[src/hdl/msfc_pkg.sv]
// ----------------------------------------------------------------------------
// msfc_pkg
// Shared widths, status codes and register indexes of the frame codec.
// ----------------------------------------------------------------------------
`default_nettype none

package msfc_pkg;

  // default sizes of the trailer field and the decode buffer
  localparam int MSFC_TRAILER_BYTES = 2;
  localparam int MSFC_BUF_DEPTH     = 17;

  // fixed field widths
  localparam int BYTE_W      = 8;
  localparam int SUM_W       = 7;
  localparam int CNT_W       = 5;
  localparam int ST_W        = 2;
  localparam int TOP_PER_TRL = 7;

  localparam logic [CNT_W-1:0] CNT_MAX = 5'd31;

  // result status codes
  localparam logic [ST_W-1:0] ST_OK    = 2'd0;
  localparam logic [ST_W-1:0] ST_CKSUM = 2'd1;
  localparam logic [ST_W-1:0] ST_LONG  = 2'd2;
  localparam logic [ST_W-1:0] ST_SHORT = 2'd3;

  // configuration port
  localparam int CFG_IDX_W  = 2;
  localparam int CFG_DATA_W = 1;

  localparam logic [CFG_IDX_W-1:0] REG_ENC_ENCRYPT = 2'd0;
  localparam logic [CFG_IDX_W-1:0] REG_DEC_ENCRYPT = 2'd1;
  localparam logic [CFG_IDX_W-1:0] REG_ENC_CHECK   = 2'd2;
  localparam logic [CFG_IDX_W-1:0] REG_DEC_CHECK   = 2'd3;

endpackage

`default_nettype wire

[src/hdl/msfc_ifs.sv]
// ----------------------------------------------------------------------------
// msfc_ifs
// Valid/ready channels of the frame codec: byte input and result output.
// ----------------------------------------------------------------------------
`default_nettype none

// input channel: one frame byte per beat
interface msfc_in_if import msfc_pkg::*; ();
  logic              valid;
  logic              ready;
  logic              op;
  logic [BYTE_W-1:0] data_byte;
  logic              frame_end;

  modport source (output valid, output op, output data_byte, output frame_end, input ready);
  modport sink   (input valid, input op, input data_byte, input frame_end, output ready);
endinterface

// result channel: one produced byte or status per beat
interface msfc_out_if import msfc_pkg::*; ();
  logic              valid;
  logic              ready;
  logic [BYTE_W-1:0] out_byte;
  logic              byte_present;
  logic              out_last;
  logic [ST_W-1:0]   status;

  modport source (output valid, output out_byte, output byte_present, output out_last,
                  output status, input ready);
  modport sink   (input valid, input out_byte, input byte_present, input out_last,
                  input status, output ready);
endinterface

`default_nettype wire

[src/hdl/msb_strip_frame_codec.sv]
// Encode: a beat's registered result shows in the next cycle; one byte per cycle unless stalled.
// Encode end: TRAILER_BYTES trailers if stripping, checksum if checking; one per unstalled cycle.
// Decode: bytes go to the buffer at one per unstalled cycle; the last byte of a well-sized frame
// starts a scan over the buffer read port, then data comes out at one byte per unstalled cycle.
// Reset (rst_n, synchronous): config to defaults, frame state cleared; payload, buffer untouched.
// ----------------------------------------------------------------------------
// msb_strip_frame_codec
// Frame codec with top-bit stripping, trailer bytes and mod-128 checksum.
// ----------------------------------------------------------------------------
`default_nettype none

module msb_strip_frame_codec import msfc_pkg::*; #(
  parameter int TRAILER_BYTES       = MSFC_TRAILER_BYTES,
  parameter int DECODE_BUFFER_DEPTH = MSFC_BUF_DEPTH
) (
  input  wire logic                  clk,
  input  wire logic                  rst_n,
  msfc_in_if.sink                    in_ch,
  msfc_out_if.source                 out_ch,
  input  wire logic                  cfg_we,
  input  wire logic [CFG_IDX_W-1:0]  cfg_idx,
  input  wire logic [CFG_DATA_W-1:0] cfg_wdata
);

  localparam int AW    = $clog2(DECODE_BUFFER_DEPTH);
  localparam int TBITS = TOP_PER_TRL * TRAILER_BYTES;
  localparam int TIW   = $clog2(TBITS);

  localparam logic [CNT_W-1:0] TB_CNT    = CNT_W'(TRAILER_BYTES);
  localparam logic [CNT_W-1:0] DEPTH_CNT = CNT_W'(DECODE_BUFFER_DEPTH);
  localparam logic [CNT_W-1:0] TBITS_CNT = CNT_W'(TBITS);

  typedef enum logic [4:0] {
    S_IDLE  = 5'b00001,
    S_ETAIL = 5'b00010,
    S_SCAN  = 5'b00100,
    S_EMIT  = 5'b01000,
    S_STAT  = 5'b10000
  } state_t;

  state_t state_r, state_nxt;

  // configuration registers
  logic enc_encrypt_r, dec_encrypt_r, enc_check_r, dec_check_r;

  // frame state
  logic [CNT_W-1:0] cnt_r, cnt_nxt;
  logic [SUM_W-1:0] sum_r, sum_nxt;
  logic [TBITS-1:0] trl_r, trl_nxt;
  logic             ovf_r, ovf_nxt;

  // sequencer
  logic [CNT_W-1:0] idx_r, idx_nxt;
  logic [CNT_W-1:0] n_r, n_nxt;
  logic [ST_W-1:0]  stat_r, stat_nxt;
  logic             q_vld_r, q_vld_nxt;
  logic [CNT_W-1:0] q_idx_r, q_idx_nxt;

  // output register
  logic              ov_r, ov_nxt;
  logic [BYTE_W-1:0] ob_r, ob_nxt;
  logic              op_r, op_nxt;
  logic              ol_r, ol_nxt;
  logic [ST_W-1:0]   os_r, os_nxt;

  // buffer port
  logic              buf_we, buf_re;
  logic [AW-1:0]     buf_waddr, buf_raddr;
  logic [BYTE_W-1:0] buf_q;

  logic              out_free, acc, consume;
  logic [BYTE_W-1:0] enc_ob;
  logic [CNT_W-1:0]  dec_len, dec_t, dec_c, dec_n;
  logic              dec_ovf;

  msfc_fbuf #(
    .DEPTH (DECODE_BUFFER_DEPTH),
    .AW    (AW)
  ) u_fbuf (
    .clk   (clk),
    .we    (buf_we),
    .waddr (buf_waddr),
    .wdata (in_ch.data_byte),
    .re    (buf_re),
    .raddr (buf_raddr),
    .rdata (buf_q)
  );

  // handshake
  assign out_free    = !ov_r || out_ch.ready;
  assign in_ch.ready = (state_r == S_IDLE) && out_free;
  assign acc         = in_ch.valid && in_ch.ready;
  assign consume     = q_vld_r && out_free;

  assign out_ch.valid        = ov_r;
  assign out_ch.out_byte     = ob_r;
  assign out_ch.byte_present = op_r;
  assign out_ch.out_last     = ol_r;
  assign out_ch.status       = os_r;

  // encoded byte: with stripping on, the first byte marks the frame start and later ones lose bit 7
  always_comb begin
    enc_ob = in_ch.data_byte;
    if (enc_encrypt_r) begin
      enc_ob = (cnt_r == '0) ? {1'b1, in_ch.data_byte[6:0]} : {1'b0, in_ch.data_byte[6:0]};
    end
  end

  // decode frame sizing at the last byte
  assign dec_ovf = ovf_r || (cnt_r >= DEPTH_CNT);
  assign dec_len = (cnt_r < DEPTH_CNT) ? cnt_r + 1'b1 : cnt_r;
  assign dec_c   = dec_check_r ? CNT_W'(1) : '0;
  assign dec_t   = dec_encrypt_r ? TB_CNT : '0;
  assign dec_n   = dec_len - dec_c - dec_t;

  // control and datapath
  always_comb begin
    state_nxt = state_r;
    cnt_nxt   = cnt_r;
    sum_nxt   = sum_r;
    trl_nxt   = trl_r;
    ovf_nxt   = ovf_r;
    idx_nxt   = idx_r;
    n_nxt     = n_r;
    stat_nxt  = stat_r;
    q_vld_nxt = q_vld_r;
    q_idx_nxt = q_idx_r;
    ov_nxt    = ov_r && !out_ch.ready;
    ob_nxt    = ob_r;
    op_nxt    = op_r;
    ol_nxt    = ol_r;
    os_nxt    = os_r;
    buf_we    = 1'b0;
    buf_waddr = cnt_r[AW-1:0];
    buf_re    = 1'b0;
    buf_raddr = idx_r[AW-1:0];

    case (state_r)
      S_IDLE: begin
        if (acc && !in_ch.op) begin
          // encode beat: stream the byte, note its top bit when stripping
          if (enc_encrypt_r) begin
            if (cnt_r < TBITS_CNT) begin
              if (in_ch.data_byte[7]) begin
                trl_nxt[cnt_r[TIW-1:0]] = 1'b1;
              end
            end else begin
              ovf_nxt = 1'b1;
            end
          end
          sum_nxt = sum_r + enc_ob[SUM_W-1:0];
          cnt_nxt = (cnt_r == CNT_MAX) ? cnt_r : cnt_r + 1'b1;
          ov_nxt  = 1'b1;
          ob_nxt  = enc_ob;
          op_nxt  = 1'b1;
          ol_nxt  = in_ch.frame_end && !enc_encrypt_r && !enc_check_r;
          os_nxt  = ST_OK;
          if (in_ch.frame_end) begin
            if (enc_encrypt_r || enc_check_r) begin
              state_nxt = S_ETAIL;
              idx_nxt   = '0;
            end else begin
              os_nxt  = ovf_nxt ? ST_LONG : ST_OK;
              cnt_nxt = '0;
              sum_nxt = '0;
              trl_nxt = '0;
              ovf_nxt = 1'b0;
            end
          end
        end else if (acc) begin
          // decode beat: store the byte if the buffer has room
          if (cnt_r < DEPTH_CNT) begin
            buf_we  = 1'b1;
            cnt_nxt = cnt_r + 1'b1;
          end else begin
            ovf_nxt = 1'b1;
          end
          if (in_ch.frame_end) begin
            n_nxt     = dec_n;
            sum_nxt   = '0;
            idx_nxt   = '0;
            q_vld_nxt = 1'b0;
            stat_nxt  = ST_OK;
            state_nxt = S_SCAN;
            if (dec_ovf || dec_len > DEPTH_CNT) begin
              stat_nxt  = ST_LONG;
              state_nxt = S_STAT;
            end else if (dec_len < dec_c + dec_t) begin
              stat_nxt  = ST_SHORT;
              state_nxt = S_STAT;
            end else if (dec_encrypt_r && dec_n > TBITS_CNT) begin
              stat_nxt  = ST_LONG;
              state_nxt = S_STAT;
            end
          end
        end
      end

      S_ETAIL: begin
        // trailer bytes when stripping, then the checksum when checking
        if (out_free) begin
          ov_nxt  = 1'b1;
          op_nxt  = 1'b1;
          idx_nxt = idx_r + 1'b1;
          if (enc_encrypt_r && idx_r < TB_CNT) begin
            ob_nxt  = {1'b0, trl_r[SUM_W-1:0]};
            sum_nxt = sum_r + trl_r[SUM_W-1:0];
            trl_nxt = trl_r >> TOP_PER_TRL;
            ol_nxt  = (idx_r == TB_CNT - 1'b1) && !enc_check_r;
          end else begin
            ob_nxt = {1'b0, sum_r};
            ol_nxt = 1'b1;
          end
          os_nxt = (ol_nxt && ovf_r) ? ST_LONG : ST_OK;
          if (ol_nxt) begin
            state_nxt = S_IDLE;
            cnt_nxt   = '0;
            sum_nxt   = '0;
            trl_nxt   = '0;
            ovf_nxt   = 1'b0;
          end
        end
      end

      S_SCAN: begin
        // read the whole frame once: checksum and trailer capture
        if (idx_r < cnt_r) begin
          buf_re    = 1'b1;
          q_vld_nxt = 1'b1;
          q_idx_nxt = idx_r;
          idx_nxt   = idx_r + 1'b1;
        end else begin
          q_vld_nxt = 1'b0;
          idx_nxt   = '0;
          state_nxt = (n_r == '0) ? S_STAT : S_EMIT;
        end
        if (q_vld_r) begin
          if ({1'b0, q_idx_r} + 1'b1 < {1'b0, cnt_r}) begin
            sum_nxt = sum_r + buf_q[SUM_W-1:0];
          end else if (dec_check_r && ({1'b0, sum_r} != buf_q)) begin
            stat_nxt = ST_CKSUM;
          end
          if (dec_encrypt_r) begin
            for (int k = 0; k < TRAILER_BYTES; k++) begin
              if ({1'b0, q_idx_r} == {1'b0, n_r} + (CNT_W+1)'(k)) begin
                trl_nxt[k*TOP_PER_TRL +: TOP_PER_TRL] = buf_q[SUM_W-1:0];
              end
            end
          end
        end
      end

      S_EMIT: begin
        // data bytes, with top bits restored when stripping
        if (consume) begin
          ov_nxt = 1'b1;
          op_nxt = 1'b1;
          ob_nxt = dec_encrypt_r ? {trl_r[q_idx_r[TIW-1:0]], buf_q[SUM_W-1:0]} : buf_q;
          ol_nxt = (q_idx_r + 1'b1 == n_r);
          os_nxt = ol_nxt ? stat_r : ST_OK;
          q_vld_nxt = 1'b0;
          if (ol_nxt) begin
            state_nxt = S_IDLE;
            cnt_nxt   = '0;
            sum_nxt   = '0;
            trl_nxt   = '0;
            ovf_nxt   = 1'b0;
          end
        end
        if (idx_r < n_r && (!q_vld_r || consume)) begin
          buf_re    = 1'b1;
          q_vld_nxt = 1'b1;
          q_idx_nxt = idx_r;
          idx_nxt   = idx_r + 1'b1;
        end
      end

      S_STAT: begin
        // status-only closing beat
        if (out_free) begin
          ov_nxt    = 1'b1;
          ob_nxt    = '0;
          op_nxt    = 1'b0;
          ol_nxt    = 1'b1;
          os_nxt    = stat_r;
          state_nxt = S_IDLE;
          cnt_nxt   = '0;
          sum_nxt   = '0;
          trl_nxt   = '0;
          ovf_nxt   = 1'b0;
        end
      end

      default: begin
        state_nxt = S_IDLE;
      end
    endcase
  end

  // configuration registers
  always_ff @(posedge clk) begin
    if (!rst_n) begin
      enc_encrypt_r <= 1'b1;
      dec_encrypt_r <= 1'b0;
      enc_check_r   <= 1'b1;
      dec_check_r   <= 1'b1;
    end else if (cfg_we) begin
      case (cfg_idx)
        REG_ENC_ENCRYPT: enc_encrypt_r <= cfg_wdata[0];
        REG_DEC_ENCRYPT: dec_encrypt_r <= cfg_wdata[0];
        REG_ENC_CHECK:   enc_check_r   <= cfg_wdata[0];
        REG_DEC_CHECK:   dec_check_r   <= cfg_wdata[0];
        default: begin
        end
      endcase
    end
  end

  // control state
  always_ff @(posedge clk) begin
    if (!rst_n) begin
      state_r <= S_IDLE;
      cnt_r   <= '0;
      sum_r   <= '0;
      trl_r   <= '0;
      ovf_r   <= 1'b0;
      q_vld_r <= 1'b0;
      ov_r    <= 1'b0;
    end else begin
      state_r <= state_nxt;
      cnt_r   <= cnt_nxt;
      sum_r   <= sum_nxt;
      trl_r   <= trl_nxt;
      ovf_r   <= ovf_nxt;
      q_vld_r <= q_vld_nxt;
      ov_r    <= ov_nxt;
    end
  end

  // payload and sequencer registers
  always_ff @(posedge clk) begin
    idx_r   <= idx_nxt;
    n_r     <= n_nxt;
    stat_r  <= stat_nxt;
    q_idx_r <= q_idx_nxt;
    ob_r    <= ob_nxt;
    op_r    <= op_nxt;
    ol_r    <= ol_nxt;
    os_r    <= os_nxt;
  end

  // buffer reads are only in flight during scan and emission
  a_qvld_state: assert property (@(posedge clk) disable iff (!rst_n)
    q_vld_r |-> (state_r == S_SCAN || state_r == S_EMIT))
    else $error("buffer read in flight outside scan or emission");

  // emitted reads stay inside the data part
  a_emit_range: assert property (@(posedge clk) disable iff (!rst_n)
    (q_vld_r && state_r == S_EMIT) |-> (q_idx_r < n_r))
    else $error("emission read beyond the data part");

  // status is carried only by the last result of a frame
  a_status_last: assert property (@(posedge clk) disable iff (!rst_n)
    (ov_r && !ol_r) |-> (os_r == ST_OK))
    else $error("status on a result that is not the last");

  // a status-only result always closes a frame
  a_statonly_last: assert property (@(posedge clk) disable iff (!rst_n)
    (ov_r && !op_r) |-> (ol_r && ob_r == '0))
    else $error("status-only result is not a frame end");

endmodule

`default_nettype wire

[src/hdl/msfc_fbuf.sv]
// ----------------------------------------------------------------------------
// msfc_fbuf
// Decode frame buffer: one write port, one read port, registered read data.
// ----------------------------------------------------------------------------
`default_nettype none

module msfc_fbuf import msfc_pkg::*; #(
  parameter int DEPTH = MSFC_BUF_DEPTH,
  parameter int AW    = $clog2(MSFC_BUF_DEPTH)
) (
  input  wire logic              clk,
  input  wire logic              we,
  input  wire logic [AW-1:0]     waddr,
  input  wire logic [BYTE_W-1:0] wdata,
  input  wire logic              re,
  input  wire logic [AW-1:0]     raddr,
  output logic      [BYTE_W-1:0] rdata
);

  logic [BYTE_W-1:0] mem [DEPTH];
  logic [BYTE_W-1:0] rdata_r;

  // write port
  always_ff @(posedge clk) begin
    if (we) begin
      mem[waddr] <= wdata;
    end
  end

  // read port, registered read data
  always_ff @(posedge clk) begin
    if (re) begin
      rdata_r <= mem[raddr];
    end
  end

  assign rdata = rdata_r;

endmodule

`default_nettype wire

[src/flat_wrapper.sv]
// flat-port wrapper written by rule: the top's interface ports become plain ports
module msb_strip_frame_codec_flat import msfc_pkg::*;
#(
  parameter int TRAILER_BYTES       = MSFC_TRAILER_BYTES,
  parameter int DECODE_BUFFER_DEPTH = MSFC_BUF_DEPTH
)
  (clk, rst_n, cfg_we, cfg_idx, cfg_wdata, in_ch_valid, in_ch_op, in_ch_data_byte, in_ch_frame_end, in_ch_ready, out_ch_valid, out_ch_out_byte, out_ch_byte_present, out_ch_out_last, out_ch_status, out_ch_ready);
  msfc_in_if in_ch_i ();
  msfc_out_if out_ch_i ();
  input  wire logic clk;
  input  wire logic rst_n;
  input  wire logic cfg_we;
  input  wire logic [CFG_IDX_W-1:0] cfg_idx;
  input  wire logic [CFG_DATA_W-1:0] cfg_wdata;
  input wire logic [$bits(in_ch_i.valid)-1:0] in_ch_valid;
  input wire logic [$bits(in_ch_i.op)-1:0] in_ch_op;
  input wire logic [$bits(in_ch_i.data_byte)-1:0] in_ch_data_byte;
  input wire logic [$bits(in_ch_i.frame_end)-1:0] in_ch_frame_end;
  output wire logic [$bits(in_ch_i.ready)-1:0] in_ch_ready;
  output wire logic [$bits(out_ch_i.valid)-1:0] out_ch_valid;
  output wire logic [$bits(out_ch_i.out_byte)-1:0] out_ch_out_byte;
  output wire logic [$bits(out_ch_i.byte_present)-1:0] out_ch_byte_present;
  output wire logic [$bits(out_ch_i.out_last)-1:0] out_ch_out_last;
  output wire logic [$bits(out_ch_i.status)-1:0] out_ch_status;
  input wire logic [$bits(out_ch_i.ready)-1:0] out_ch_ready;
  assign in_ch_i.valid = in_ch_valid;
  assign in_ch_i.op = in_ch_op;
  assign in_ch_i.data_byte = in_ch_data_byte;
  assign in_ch_i.frame_end = in_ch_frame_end;
  assign in_ch_ready = in_ch_i.ready;
  assign out_ch_valid = out_ch_i.valid;
  assign out_ch_out_byte = out_ch_i.out_byte;
  assign out_ch_byte_present = out_ch_i.byte_present;
  assign out_ch_out_last = out_ch_i.out_last;
  assign out_ch_status = out_ch_i.status;
  assign out_ch_i.ready = out_ch_ready;
  msb_strip_frame_codec #(.TRAILER_BYTES(TRAILER_BYTES), .DECODE_BUFFER_DEPTH(DECODE_BUFFER_DEPTH)) u_core (.clk(clk), .rst_n(rst_n), .in_ch(in_ch_i), .out_ch(out_ch_i), .cfg_we(cfg_we), .cfg_idx(cfg_idx), .cfg_wdata(cfg_wdata));
endmodule
[config.mk]
export PLATFORM = sky130hd
export DESIGN_NAME = msb_strip_frame_codec_flat
export DESIGN_NICKNAME = d
export VERILOG_FILES = /design/src/hdl/msfc_pkg.sv /design/src/hdl/msfc_ifs.sv /design/src/hdl/msb_strip_frame_codec.sv /design/src/hdl/msfc_fbuf.sv /design/src/flat_wrapper.sv
export SDC_FILE = /design/constraint.sdc
export NUM_CORES = 1
export LEC_CHECK = 0
export BUFFER_PORTS_ARGS = -buffer_cell sky130_fd_sc_hd__buf_2
export CAP_MARGIN = 30
export CORE_ASPECT_RATIO = 1.2
export CORE_UTILIZATION = 47
export DETAILED_ROUTE_END_ITERATION = 16
export GPL_ROUTABILITY_DRIVEN = 0
export PLACE_DENSITY = 0.65
export SYNTH_ARGS = -nofsm -noshare
export SYNTH_HDL_FRONTEND = slang
export SYNTH_SLANG_ARGS = --single-unit
[constraint.sdc]
create_clock -name clk -period 3.9 [get_ports clk]
set_clock_uncertainty 0.2 [all_clocks]
set_input_delay 0.39 -clock clk [delete_from_list [all_inputs] [get_ports clk]]
set_output_delay 0.39 -clock clk [all_outputs]
set_load 0.01 [all_outputs]
==> reports/metrics.yaml <==
hold_violations: 0
cts_resized: 0
nNetsFinal: 950
worstPathArrival_ns: 3.63
status: "completed"
grtUsageTotal: 0.237
synthToLayoutAreaGrowth_pct: 12.8
fp.dieW_um: 141
min_to: "u_core.enc_check_r$_SDFFE_PN1P_"
synth_seq_area_share: 0.547
worstHoldStart: "cfg_idx[1]"
drive_gt1_frac: 0.184
io_buffers: 31
die_h_um: 169
ant_nets: 0
slowest_stage: "dfxtp_1"
syn-mean-instance-area_um2: 13.0
cp_data_required_time_ns: 4.09
postCtsSetupBuffers: 0
syn_nets: 905
htree_num_levels: 1
path_common_cell: "inv_1"
dp_hpwl_um: 19000
clk_latency_ns: 0.51
drt_iter0_drc: 596
grt_pass1_wl_um: 42100
r2r-start: "u_core.buf_waddr[1]$_SDFFE_PN0P_"
ys.flop_type: "edfxtp_1"
cap_violations: 0
setup_viol: 0
rrSetupSlack_ns: 0.46
crit_type: "register to register"
slowest_delay_ns: 0.62
ys_warn_count: 0
synth_area_mm2: 0.0109
firstDrtPassIters: 6
max_freq_ghz: 0.290
ir_drop_mv: 0.351
clock-sinks: 211
drc: 0
die_area_mm2: 0.0238
cts.path.max_buffers: 3
vias_per_cell: 6.00
period_share: 0.883
pin_count: 32
tightest_slew_ns: 0.838
power_leakage_nw: 4.48
grt_overflow: 0
ys_async_sr_fraction: 0
setup_tns_ns: 0
grt_antenna_before_repair: 0
report.final.slew_viol_count: 0
hold_class: "input port to register"
avgRoutedWirePerCell_um: 22.6
worstHoldPathCells: 3
synthDistinctLibCells: 74
powerDensity_mw_per_mm2: 624
cts-root-buf: "clkbuf_16"
core_mm2: 0.0226
end_kind: "register"
path_cells: "inv_1 > ha_1 > a21o_1 > inv_1 > fa_1 > xnor2_1 > nand2_1 > nor4b_1 > a2111oi_2 > a2bb2oi_1 > o31ai_1"
grt_max_degree: 39
crit_path_max_fanout: 14
num_rows: 60
initial_utilization: 0.481
postCtsHoldBufs: 3
wirelength_um: 27400
reg2reg_to: "u_core.state_r[4]$_SDFFE_PN0P_"
clk_pin_slew_ns: 0.06
critPathLaunchType: "register"
grt_pass1_vias: 7324
dp_cells: 1166
synth_seq_cells: 211
antenna_cells: 0
slew_headroom: 0.439
finalCriticalPeriod_ns: 3.44
fillers: 1892
cts_tree: "yes"
synth_edf_count: 173
ff2ff_path_depth: 11
layout.cells.non_filler: 1212
grt_setup_unrepaired: "no"
vias: 7266
netlist_instances: 840
cts_made_buffers: 24
==> kinds of logic after synthesis <==
family	synth area share
simple gates	0.0971
flops	0.547
compound gates	0.113
buf+inv	0.0307
mux	0.117
fa+ha+maj	0.0568
xor+xnor	0.0384
==> cell usage after synthesis, drive strengths merged (5+ instances only) <==
library cell	count	share of area
edfxtp	173	0.48
nand2	63	0.022
nor2	62	0.022
a21oi	44	0.020
mux4	44	0.091
ha	43	0.049
dfxtp	38	0.070
o21ai	32	0.015
xnor2	28	0.023
buf	26	0.015
inv	25	0.0086
nand3	20	0.010
clkbuf	19	0.0066
xor2	17	0.014
mux2i	16	0.015
a22oi	13	0.0094
nor3	13	0.0069
a311oi	11	0.0089
and3	11	0.0063
a21o	10	0.0069
mux2	10	0.010
a31oi	9	0.0052
a21boi	8	0.0055
o211ai	8	0.0055
nor2b	7	0.0040
o21bai	7	0.0048
o31ai	7	0.0053
or3	6	0.0035
nor3b	5	0.0035
o211a	5	0.0046
==> through the flow <==
step | worst slack [ns] | total power, mW | util | area (um^2) | hold WS, ns
after floorplan | 1.04 | 4.77 | - | 10900 | 0.260
after global placement | 0.658 | 5.34 | 0.505 | 11400 | 0.316
after detailed placement | 0.511 | 5.38 | 0.506 | 11400 | 0.322
after CTS | 0.501 | 7.70 | 0.543 | 12300 | 0.0190
after global routing | 0.220 | 8.02 | 0.543 | 12300 | 0.0451
final | 0.457 | 7.66 | 0.543 | 12300 | 0.0245
==> layout make-up <==
class / instances / area, um^2 / share of cell area
timing repair buffer: 64 / 423 / 0.0345
clock inverter: 14 / 173 / 0.0141
sequential: 211 / 5960 / 0.485
inverter: 27 / 101 / 0.00826
tap: 310 / 388 / 0.0316
clock buffer: 29 / 641 / 0.0522
multi-input combinational: 557 / 4590 / 0.374
==> per-layer routing <==
layer | wire length [um] | vias to the layer above | GRT usage
li1 | - | 3325 | -
met1 | 11000 | 3542 | 0.299
met2 | 13500 | 317 | 0.403
met3 | 1650 | 82 | 0.0314
met4 | 1260 | 0 | 0.115
met5 | 0 | - | 0
==> worst max-delay path: cells and delay by family (launching register included) <==
family / cells / cell delay (ns)
buf+inv: 2 / 0.30
xor+xnor: 1 / 0.16
simple gates: 2 / 0.15
compound gates: 4 / 1.07
flops: 1 / 0.62
fa+ha+maj: 2 / 0.82
==> placed cells by master, fill, tap and decap left out, types with 12 or more instances in the layout <==
cell type,synthesis,routed
edfxtp_1,173,173
nand2_1,63,63
nor2_1,60,60
a21oi_1,44,44
mux4_2,43,43
ha_1,43,43
dfxtp_1,38,38
o21ai_0,32,32
buf_2,17,31
buf_4,3,29
xnor2_1,28,28
inv_1,25,25
clkbuf_16,0,25
nand3_1,18,18
xor2_1,17,17
mux2i_1,16,16
a22oi_1,12,12
==> registers in the layout, indices dropped and copies added, names as in the netlist <==
register                    flops
u_core.dec_check_r              1
u_core.trl_r                   14
u_core.u_fbuf.mem             136
u_core.enc_check_r              1
u_core.q_idx_r                  5
u_core.u_fbuf.rdata             8
u_core.buf_waddr                5
u_core.enc_encrypt_r            1
u_core.sum_r                    7
u_core.out_ch.valid             1
u_core.stat_r                   2
u_core.buf_raddr                5
u_core.n_r                      5
u_core.out_ch.out_byte          8
u_core.ovf_r                    1
u_core.out_ch.out_last          1
u_core.dec_encrypt_r            1
u_core.q_vld_r                  1
u_core.state_r                  5
u_core.out_ch.byte_present      1
u_core.out_ch.status            2
==> how the worst max path moves through the flow <==
stage,start,slack [ns],to,cells past startpoint
detailed placement,u_core.buf_waddr[1]$_SDFFE_PN0P_,0.51,u_core.state_r[4]$_SDFFE_PN0P_,11
finish,u_core.buf_waddr[1]$_SDFFE_PN0P_,0.46,u_core.state_r[4]$_SDFFE_PN0P_,11
CTS,u_core.buf_waddr[1]$_SDFFE_PN0P_,0.50,u_core.state_r[4]$_SDFFE_PN0P_,11
global route,u_core.buf_waddr[1]$_SDFFE_PN0P_,0.22,u_core.state_r[4]$_SDFFE_PN0P_,11
floorplan,u_core.buf_waddr[0]$_SDFFE_PN0P_,1.04,u_core.state_r[4]$_SDFFE_PN0P_,12
global placement,u_core.buf_waddr[1]$_SDFFE_PN0P_,0.66,u_core.state_r[4]$_SDFFE_PN0P_,11
==> power breakdown <==
group	total [mW]	internal (mW)	switching, mW
sequential	2.90	2.68	0.221
combinational	2.45	1.08	1.37
clock	2.31	1.43	0.875
(Power assumes the default switching activity.)
